File: src/sv/fes_pkg.sv
`default_nettype none
// ---------------------------------------------------------------------------
// Flash erase/program sequencer package
// Shared codes, constants and transaction types of the sequencer.
// ---------------------------------------------------------------------------
package fes_pkg;

    typedef enum logic [1:0] {
        OP_START_PROGRAM = 2'd0,
        OP_START_SECTOR  = 2'd1,
        OP_START_BANK    = 2'd2,
        OP_EVENT         = 2'd3
    } opcode_t;

    typedef enum logic [1:0] {
        CMD_NONE    = 2'd0,
        CMD_PROGRAM = 2'd1,
        CMD_ERASE   = 2'd2,
        CMD_MASS    = 2'd3
    } command_t;

    typedef enum logic [1:0] {
        ACT_NONE    = 2'd0,
        ACT_PROGRAM = 2'd1,
        ACT_SECTOR  = 2'd2,
        ACT_BANK    = 2'd3
    } activity_t;

    typedef enum logic [1:0] {
        ST_OK          = 2'd0,
        ST_BUSY        = 2'd1,
        ST_ARRAY_ERROR = 2'd2,
        ST_BANK_ABSENT = 2'd3
    } status_t;

    localparam logic CFG_ELEMENT_SIZE = 1'b0;
    localparam logic CFG_DUAL_BANK    = 1'b1;

    localparam int IN_DATA_W  = 80;
    localparam int OUT_DATA_W = 72;

    localparam logic [19:0] SMALL_REGION = 20'h10000;
    localparam logic [4:0]  BANK2_SECTOR = 5'd12;
    localparam logic [7:0]  KB_SMALL     = 8'd16;
    localparam logic [7:0]  KB_MID       = 8'd64;
    localparam logic [7:0]  KB_LARGE     = 8'd128;

    typedef struct packed {
        opcode_t      opcode;
        logic [20:0]  start_address;
        logic [15:0]  length;
        logic         bank_select;
        logic [31:0]  data_word;
        logic [5:0]   event_errors;
    } in_item_t;

    typedef struct packed {
        command_t     command;
        logic [20:0]  target_address;
        logic [4:0]   sector_number;
        logic [31:0]  write_data;
        status_t      status;
        logic         operation_done;
        logic [5:0]   error_flags;
    } result_t;

    typedef struct packed {
        logic         busy;
        activity_t    activity;
    } core_state_t;

endpackage : fes_pkg
`default_nettype wire

File: src/sv/fes_core.sv
`default_nettype none
// ---------------------------------------------------------------------------
// Sequencer core
// Holds the operation state and works out one result per registered item.
// ---------------------------------------------------------------------------
module fes_core #(
    parameter int FLASH_SIZE_KB = 1024
) (
    input  wire logic            clk,
    input  wire logic            rst_n,
    input  wire logic            cfg_we,
    input  wire logic            cfg_index,
    input  wire logic [1:0]      cfg_data,
    input  wire logic            advance,
    input  wire fes_pkg::in_item_t item,
    output fes_pkg::result_t     result,
    output fes_pkg::core_state_t state
);
    import fes_pkg::*;

    localparam logic [20:0] HALF_BYTES  = 21'(FLASH_SIZE_KB * 512);
    localparam logic        BANK2_FIXED = (FLASH_SIZE_KB != 1024);

    typedef struct packed {
        logic [4:0] sector;
        logic [7:0] kb;
    } sector_map_t;

    logic [1:0]  element_size_code_reg;
    logic        dual_bank_reg;
    logic        busy_reg, busy_next;
    activity_t   act_reg, act_next;
    logic [20:0] addr_reg, addr_next;
    logic [15:0] rem_reg, rem_next;
    logic [7:0]  kb_reg, kb_next;
    logic [5:0]  err_reg, err_next;

    logic        bank2;
    logic [1:0]  elem_shift;
    logic [15:0] count;
    logic [31:0] elem_data;
    sector_map_t map_start;
    sector_map_t map_cont;
    logic [20:0] cont_addr;

    function automatic sector_map_t map_sector(input logic [20:0] addr, input logic b2);
        sector_map_t m;
        logic [19:0] off;
        logic [20:0] diff;
        logic [4:0]  base;
        logic [2:0]  big;
        off  = addr[19:0];
        base = 5'd0;
        diff = addr - HALF_BYTES;
        if (b2 && (addr >= HALF_BYTES))
        begin
            base = BANK2_SECTOR;
            off  = diff[19:0];
        end
        big = off[19:17];
        if (off < SMALL_REGION)
        begin
            m.kb     = KB_SMALL;
            m.sector = base + {3'd0, off[15:14]};
        end
        else
        begin
            m.kb     = (big == 3'd0) ? KB_MID : KB_LARGE;
            m.sector = base + 5'd4 + {2'd0, big};
        end
        return m;
    endfunction

    assign bank2      = BANK2_FIXED || dual_bank_reg;
    assign elem_shift = (element_size_code_reg == 2'd3) ? 2'd2 : element_size_code_reg;
    assign count      = item.length >> elem_shift;
    assign cont_addr  = addr_reg + {3'd0, kb_reg, 10'd0};
    assign map_start  = map_sector(item.start_address, bank2);
    assign map_cont   = map_sector(cont_addr, bank2);

    always_comb
    begin
        case (elem_shift)
            2'd0:    elem_data = {24'd0, item.data_word[7:0]};
            2'd1:    elem_data = {16'd0, item.data_word[15:0]};
            default: elem_data = item.data_word;
        endcase
    end

    always_comb
    begin
        busy_next = busy_reg;
        act_next  = act_reg;
        addr_next = addr_reg;
        rem_next  = rem_reg;
        kb_next   = kb_reg;
        err_next  = err_reg;
        result    = '0;
        result.command = CMD_NONE;
        result.status  = ST_OK;

        if ((item.opcode != OP_EVENT) && busy_reg)
        begin
            result.status = ST_BUSY;
        end
        else
        begin
            case (item.opcode)
                OP_START_PROGRAM:
                begin
                    addr_next = item.start_address;
                    if (count == 16'd0)
                    begin
                        busy_next = 1'b0;
                        act_next  = ACT_NONE;
                        rem_next  = 16'd0;
                        result.operation_done = 1'b1;
                    end
                    else
                    begin
                        busy_next = 1'b1;
                        act_next  = ACT_PROGRAM;
                        rem_next  = count - 16'd1;
                        result.command    = CMD_PROGRAM;
                        result.write_data = elem_data;
                    end
                end
                OP_START_SECTOR:
                begin
                    addr_next = item.start_address;
                    busy_next = 1'b1;
                    act_next  = ACT_SECTOR;
                    rem_next  = item.length;
                    kb_next   = map_start.kb;
                    result.sector_number = map_start.sector;
                    result.command       = CMD_ERASE;
                end
                OP_START_BANK:
                begin
                    if (item.bank_select && !bank2)
                    begin
                        result.status         = ST_BANK_ABSENT;
                        result.operation_done = 1'b1;
                    end
                    else
                    begin
                        addr_next = item.bank_select ? HALF_BYTES : 21'd0;
                        busy_next = 1'b1;
                        act_next  = ACT_BANK;
                        rem_next  = 16'd0;
                        result.command = CMD_MASS;
                    end
                end
                OP_EVENT:
                begin
                    if (busy_reg)
                    begin
                        err_next = item.event_errors;
                        if (item.event_errors != 6'd0)
                        begin
                            busy_next = 1'b0;
                            act_next  = ACT_NONE;
                            rem_next  = 16'd0;
                            result.status         = ST_ARRAY_ERROR;
                            result.operation_done = 1'b1;
                        end
                        else if ((act_reg == ACT_PROGRAM) && (rem_reg != 16'd0))
                        begin
                            addr_next = addr_reg + (21'd1 << elem_shift);
                            rem_next  = rem_reg - 16'd1;
                            result.command    = CMD_PROGRAM;
                            result.write_data = elem_data;
                        end
                        else if ((act_reg == ACT_SECTOR) && (rem_reg > {8'd0, kb_reg}))
                        begin
                            addr_next = cont_addr;
                            rem_next  = rem_reg - {8'd0, kb_reg};
                            kb_next   = map_cont.kb;
                            result.sector_number = map_cont.sector;
                            result.command       = CMD_ERASE;
                        end
                        else
                        begin
                            busy_next = 1'b0;
                            act_next  = ACT_NONE;
                            rem_next  = 16'd0;
                            result.operation_done = 1'b1;
                        end
                    end
                end
                default:
                begin
                    result.status = ST_OK;
                end
            endcase
        end
        result.target_address = addr_next;
        result.error_flags    = err_next;
    end

    always_ff @(posedge clk or negedge rst_n)
    begin
        if (!rst_n)
        begin
            element_size_code_reg <= 2'd2;
            dual_bank_reg         <= 1'b0;
            busy_reg              <= 1'b0;
            act_reg               <= ACT_NONE;
            addr_reg              <= 21'd0;
            rem_reg               <= 16'd0;
            kb_reg                <= 8'd0;
            err_reg               <= 6'd0;
        end
        else
        begin
            if (cfg_we)
            begin
                if (cfg_index == CFG_DUAL_BANK)
                begin
                    dual_bank_reg <= cfg_data[0];
                end
                else
                begin
                    element_size_code_reg <= cfg_data;
                end
            end
            if (advance)
            begin
                busy_reg <= busy_next;
                act_reg  <= act_next;
                addr_reg <= addr_next;
                rem_reg  <= rem_next;
                kb_reg   <= kb_next;
                err_reg  <= err_next;
            end
        end
    end

    assign state.busy     = busy_reg;
    assign state.activity = act_reg;

endmodule : fes_core
`default_nettype wire

File: src/sv/flash_erase_program_sequencer_top.sv
`default_nettype none
// ---------------------------------------------------------------------------
// Flash erase/program sequencer
// Turns start requests and array completion events into flash commands.
// ---------------------------------------------------------------------------
// Usage: each transaction on the s_axis channel is a start request (program,
// sector erase or bank mass erase) or a completion event from the flash array,
// selected by s_axis_tuser. Every input transaction produces exactly one
// result transaction on the m_axis channel, carrying the command for the array
// in m_axis_tuser; m_axis_tlast marks the result that ends or aborts an
// operation. A start request while an operation runs is answered with a busy
// status and no command. Configuration is written through cfg_we, cfg_index
// and cfg_data while no operation is in flight.
// A transaction passes through an input register and a result register, with
// the sequencing logic between them. Throughput is one transaction per cycle
// unless the receiver stalls; then the result register holds its transaction
// and the input register takes one more, after which s_axis_tready drops.
// Reset clears the operation state, the latched error flags and the valid
// flags of both registers; the element size resets to word.
// ---------------------------------------------------------------------------
module flash_erase_program_sequencer_top #(
    parameter int FLASH_SIZE_KB = 1024
) (
    input  wire logic                             clk,
    input  wire logic                             rst_n,
    input  wire logic                             cfg_we,
    input  wire logic                             cfg_index,
    input  wire logic [1:0]                       cfg_data,
    input  wire logic                             s_axis_tvalid,
    output logic                                  s_axis_tready,
    // start_address, length, bank_select, data_word, event_errors, zero fill
    input  wire logic [fes_pkg::IN_DATA_W-1:0]    s_axis_tdata,
    // opcode
    input  wire logic [1:0]                       s_axis_tuser,
    output logic                                  m_axis_tvalid,
    input  wire logic                             m_axis_tready,
    // target_address, sector_number, write_data, status, error_flags, zero fill
    output logic [fes_pkg::OUT_DATA_W-1:0]        m_axis_tdata,
    // command
    output logic [1:0]                            m_axis_tuser,
    // operation_done
    output logic                                  m_axis_tlast
);
    import fes_pkg::*;

    logic        in_valid_reg;
    in_item_t    in_item_reg;
    logic        out_valid_reg;
    result_t     out_res_reg;
    result_t     result;
    core_state_t core_state;
    logic        advance;
    in_item_t    in_item;

    assign in_item.opcode        = opcode_t'(s_axis_tuser);
    assign in_item.start_address = s_axis_tdata[20:0];
    assign in_item.length        = s_axis_tdata[36:21];
    assign in_item.bank_select   = s_axis_tdata[37];
    assign in_item.data_word     = s_axis_tdata[69:38];
    assign in_item.event_errors  = s_axis_tdata[75:70];

    assign advance       = in_valid_reg && (!out_valid_reg || m_axis_tready);
    assign s_axis_tready = !in_valid_reg || advance;

    fes_core #(
        .FLASH_SIZE_KB (FLASH_SIZE_KB)
    ) u_core (
        .clk       (clk),
        .rst_n     (rst_n),
        .cfg_we    (cfg_we),
        .cfg_index (cfg_index),
        .cfg_data  (cfg_data),
        .advance   (advance),
        .item      (in_item_reg),
        .result    (result),
        .state     (core_state)
    );

    always_ff @(posedge clk or negedge rst_n)
    begin
        if (!rst_n)
        begin
            in_valid_reg  <= 1'b0;
            out_valid_reg <= 1'b0;
        end
        else
        begin
            if (s_axis_tready)
            begin
                in_valid_reg <= s_axis_tvalid;
            end
            if (advance)
            begin
                out_valid_reg <= 1'b1;
            end
            else if (m_axis_tready)
            begin
                out_valid_reg <= 1'b0;
            end
        end
    end

    always_ff @(posedge clk)
    begin
        if (s_axis_tready && s_axis_tvalid)
        begin
            in_item_reg <= in_item;
        end
        if (advance)
        begin
            out_res_reg <= result;
        end
    end

    assign m_axis_tvalid = out_valid_reg;
    assign m_axis_tuser  = out_res_reg.command;
    assign m_axis_tlast  = out_res_reg.operation_done;
    assign m_axis_tdata  = {6'd0,
                            out_res_reg.error_flags,
                            out_res_reg.status,
                            out_res_reg.write_data,
                            out_res_reg.sector_number,
                            out_res_reg.target_address};

`ifndef NO_ASSERTIONS
    a_busy_matches_activity: assert property (@(posedge clk) disable iff (!rst_n)
        core_state.busy == (core_state.activity != ACT_NONE))
        else $error("busy flag disagrees with the active operation");

    a_reject_no_command: assert property (@(posedge clk) disable iff (!rst_n)
        (out_valid_reg && (out_res_reg.status == ST_BUSY)) |-> (out_res_reg.command == CMD_NONE))
        else $error("rejected start produced a command");

    a_done_no_command: assert property (@(posedge clk) disable iff (!rst_n)
        (out_valid_reg && out_res_reg.operation_done) |-> (out_res_reg.command == CMD_NONE))
        else $error("final transaction of an operation carries a command");

    a_done_leaves_idle: assert property (@(posedge clk) disable iff (!rst_n)
        (advance && result.operation_done && (result.status != ST_BANK_ABSENT))
        |=> !core_state.busy)
        else $error("operation finished but the sequencer stayed busy");
`endif

endmodule : flash_erase_program_sequencer_top
`default_nettype wire
File: config.mk
export PLATFORM = sky130hd
export DESIGN_NAME = flash_erase_program_sequencer_top
export DESIGN_NICKNAME = d
export VERILOG_FILES = /design/src/sv/fes_pkg.sv /design/src/sv/fes_core.sv /design/src/sv/flash_erase_program_sequencer_top.sv
export SDC_FILE = /design/constraint.sdc
export NUM_CORES = 1
export LEC_CHECK = 0
export ABC_CLOCK_PERIOD_IN_PS = 7200
export BUFFER_PORTS_ARGS = -buffer_cell sky130_fd_sc_hd__buf_2
export CORE_MARGIN = 5
export CORE_UTILIZATION = 35
export CTS_CLUSTER_SIZE = 24
export DETAILED_ROUTE_END_ITERATION = 16
export GPL_TIMING_DRIVEN = 0
export REMOVE_ABC_BUFFERS = 1
export SLEW_MARGIN = 20
export SYNTH_ARGS = -nofsm -noshare
export SYNTH_HDL_FRONTEND = slang
export SYNTH_SLANG_ARGS = --single-unit
File: constraint.sdc
create_clock -name clk -period 7.2 [get_ports clk]
set_input_delay 1.08 -clock clk [delete_from_list [all_inputs] [get_ports clk]]
set_output_delay 1.08 -clock clk [all_outputs]
set_load 0.05 [all_outputs]
==> impl_metrics.env <==
export IMPL_reg2reg_to="u_core.rem_reg[5]$_DFFE_PN0P_"
export IMPL_grt_overflow_total=0
export IMPL_port_buffer_count=156
export IMPL_drv_cap=0
export IMPL_vias_per_cell=5.37
export IMPL_grt_max_degree=62
export IMPL_path_class="reg2reg"
export IMPL_setup_viol=0
export IMPL_antenna_found_initial=1
export IMPL_clkTransAtPathRegs_ns=0.06
export IMPL_switching_share_pct=38.3
export IMPL_drive_above_1_share_pct=21.0
export IMPL_p_int_mw=2.77
export IMPL_placeableCoreArea_sq_mm=0.0296
export IMPL_min_period_over_period_pct=76.7
export IMPL_post_dp_hpwl_um=20000
export IMPL_p_sw_mw=1.72
export IMPL_area_growth_pct=18.4
export IMPL_ant_nets=0
export IMPL_finClkSkew_ns=0.0244
export IMPL_yosysWarnings=0
export IMPL_synth_area_sq_mm=0.0105
export IMPL_vias=8060
export IMPL_wire_per_inst_um=18.6
export IMPL_cts_hold_buf=0
export IMPL_postSynthCellCount=961
export IMPL_dpl_instance_area_sq_mm=0.0116
export IMPL_grt_pass1_vias=7736
export IMPL_power_density_mw_per_mm2=363
export IMPL_initial_core_util_pct=35.4
export IMPL_gp_congestion=0.928
export IMPL_cts_resized_gates=0
export IMPL_power_frac_comb_pct=34.1
export IMPL_placementRows=63
export IMPL_finalInstanceArea_sq_mm=0.0124
export IMPL_whs_ns=0.468
export IMPL_clock_latency_ns=0.52
export IMPL_grt_pass1_wl_um=44000
export IMPL_fin_ws_ns=1.68
export IMPL_htreeDepth=1
export IMPL_clockPowerShare_pct=26.4
export IMPL_drv_slew=0
export IMPL_worst_setup_path_start_kind="flip-flop"
export IMPL_pin_count=167
export IMPL_pwr_share_seq_pct=39.5
export IMPL_tns_ns=0
export IMPL_fp_dieArea_sq_mm=0.0334
export IMPL_clockRootBuffer="clkbuf_16"
export IMPL_yosysSeqAreaShare_pct=55.2
export IMPL_die_h_um=183
export IMPL_max_freq_mhz=181
export IMPL_drc=0
export IMPL_largest_register_ffs=78
export IMPL_max_clock_path_buffers=3
export IMPL_place_ws_ns=1.73
export IMPL_yosysUniqueCellTypes=84
export IMPL_final_util_pct=41.9
export IMPL_arrival_ns=5.90
export IMPL_ys_ff_latch=201
export IMPL_chipWidth_um=183
export IMPL_cts_sinks=201
export IMPL_synth_edf_count=147
export IMPL_fin_crit_ns=5.52
export IMPL_drt_iter0_drc=740
export IMPL_rsz0062_at_grt="no"
export IMPL_reg2reg_depth=10
export IMPL_cp_end_kind="flip-flop"
export IMPL_min_path_type="in2async"
export IMPL_track_usage_pct=16.2
export IMPL_leakagePower_nw=4.91
export IMPL_required_ns=7.58
export IMPL_dr_pass1_iters=5
export IMPL_vdd_ir_drop_worst_uv=171
export IMPL_crit_fanout=30
export IMPL_worst_pin_slew_ns=1.07
export IMPL_synthArstFlopShare_pct=26.9
export IMPL_syn_area_per_cell_sq_um=10.9
export IMPL_slew_headroom_pct=28.6
export IMPL_ys_flop_type="edfxtp_1"
export IMPL_cts_tree="done"
export IMPL_status="completed"
export IMPL_hold_viol_final=0
export IMPL_r2r_setup_slack_ns=1.68
export IMPL_routed_wl_um=28000
export IMPL_r2r_start="in_item_reg[77]$_DFFE_PP_"
export IMPL_numCtsBuffers=22
export IMPL_cts_setup_buffers=0
export IMPL_nets=1208
## power groups by stage
| stage | Clock, mW | Sequential [mW] | Combinational, mW |
|---|---|---|---|
| 2_1_floorplan | 0 | 1.92 | 0.937 |
| 3_3_place_gp | 0 | 1.79 | 1.49 |
| 3_5_place_dp | 0 | 1.79 | 1.51 |
| 4_1_cts | 1.22 | 1.76 | 1.52 |
| 5_1_grt | 1.26 | 1.81 | 1.68 |
| 6_report | 1.19 | 1.77 | 1.53 |
## worst max-delay path, stage by stage (launching register included)
cell and delay [ns]:
edfxtp_1 0.44, ha_1 0.91, clkinv_1 0.63, ha_2 0.59, inv_1 0.47, and3_1 0.76
nand2_1 0.53, nor2_1 0.62, o21ai_0 0.21, a21oi_1 0.15, a21oi_1 0.05
## worst max path at each step
stage	startpoint	to	depth (start not counted)	slack, ns
6_report	in_item_reg[77]$_DFFE_PP_	u_core.rem_reg[5]$_DFFE_PN0P_	10	1.68
5_1_grt	in_item_reg[77]$_DFFE_PP_	u_core.rem_reg[4]$_DFFE_PN0P_	10	1.30
4_1_cts	in_item_reg[77]$_DFFE_PP_	u_core.rem_reg[5]$_DFFE_PN0P_	10	1.73
3_5_place_dp	in_item_reg[77]$_DFFE_PP_	u_core.rem_reg[5]$_DFFE_PN0P_	10	1.73
3_3_place_gp	in_item_reg[77]$_DFFE_PP_	u_core.rem_reg[4]$_DFFE_PN0P_	10	1.32
2_1_floorplan	m_axis_tready	u_core.rem_reg[1]$_DFFE_PN0P_	7	3.20
## per-stage QoR
step	power (mW)	std cells
floorplan	2.86	909
global placement	3.28	1455
detailed placement	3.30	1460
CTS	4.50	1500
global route	4.76	1500
finish	4.49	1501
## routing by layer
metal	share of wire [%]	vias up	track usage, %
li1	-	3884	-
met2	46	303	25.9
met3	7.4	52	3.69
met1	44	3819	22.5
met4	2.6	2	4.29
met5	0.025	-	0
## area by class of cell
type                            instances  area (sq um)
Sequential cell                       201          5770
Fill cell                            2818         17200
Tap cell                              390           488
Inverter                               22          85.1
Clock buffer                           31           604
Clock inverter                          9           159
Multi-Input combinational cell        686          4390
Antenna cell                            1          2.50
Timing Repair Buffer                  161           881
## logic make-up after synthesis
logic type      synth area share (%)
mux                             2.77
compound gates                  16.3
flops                           55.2
buf+inv                         3.28
other cells                   0.0359
fa+ha+maj                       2.95
simple gates                    16.8
xor+xnor                        2.77
## Yosys cell counts, drive strengths merged (5+ instances only)
| cell type | count | area [sq um] |
|---|---|---|
| edfxtp | 147 | 4410 |
| nand2 | 99 | 372 |
| nor2 | 75 | 287 |
| o21ai | 67 | 335 |
| dfrtp | 53 | 1330 |
| a21oi | 50 | 254 |
| clkbuf | 41 | 154 |
| and3 | 23 | 144 |
| ha | 23 | 288 |
| and2 | 22 | 138 |
| nand3 | 22 | 110 |
| a22oi | 21 | 158 |
| inv | 21 | 78.8 |
| nor3 | 19 | 105 |
| nor4 | 18 | 149 |
| buf | 17 | 106 |
| xor2 | 17 | 149 |
| xnor2 | 16 | 140 |
| mux2 | 15 | 169 |
| nand2b | 15 | 93.8 |
| a31oi | 14 | 87.6 |
| a32oi | 13 | 114 |
| mux2i | 12 | 120 |
| a21o | 10 | 75.1 |
| nor2b | 10 | 62.6 |
| nand4 | 8 | 50.1 |
| o211ai | 8 | 60.1 |
| o31ai | 8 | 73.8 |
| or3 | 7 | 43.8 |
| a211oi | 6 | 50.1 |
| nor3b | 6 | 50.1 |
| o221ai | 5 | 43.8 |
| o22ai | 5 | 31.3 |
| or4 | 5 | 41.3 |
## cells in the final DEF, fill, tap and decap left out, types with 20 or more instances in the layout
cell type,netlist,routed
a21oi_1,49,49
a22oi_1,21,21
and2_1,22,21
and3_1,23,23
buf_2,4,155
clkbuf_16,0,22
dfrtp_1,53,53
edfxtp_1,147,147
ha_1,23,21
inv_1,21,20
nand2_1,99,99
nand3_1,22,22
nor2_1,73,72
o21ai_0,56,56
(Power assumes the default switching activity.)
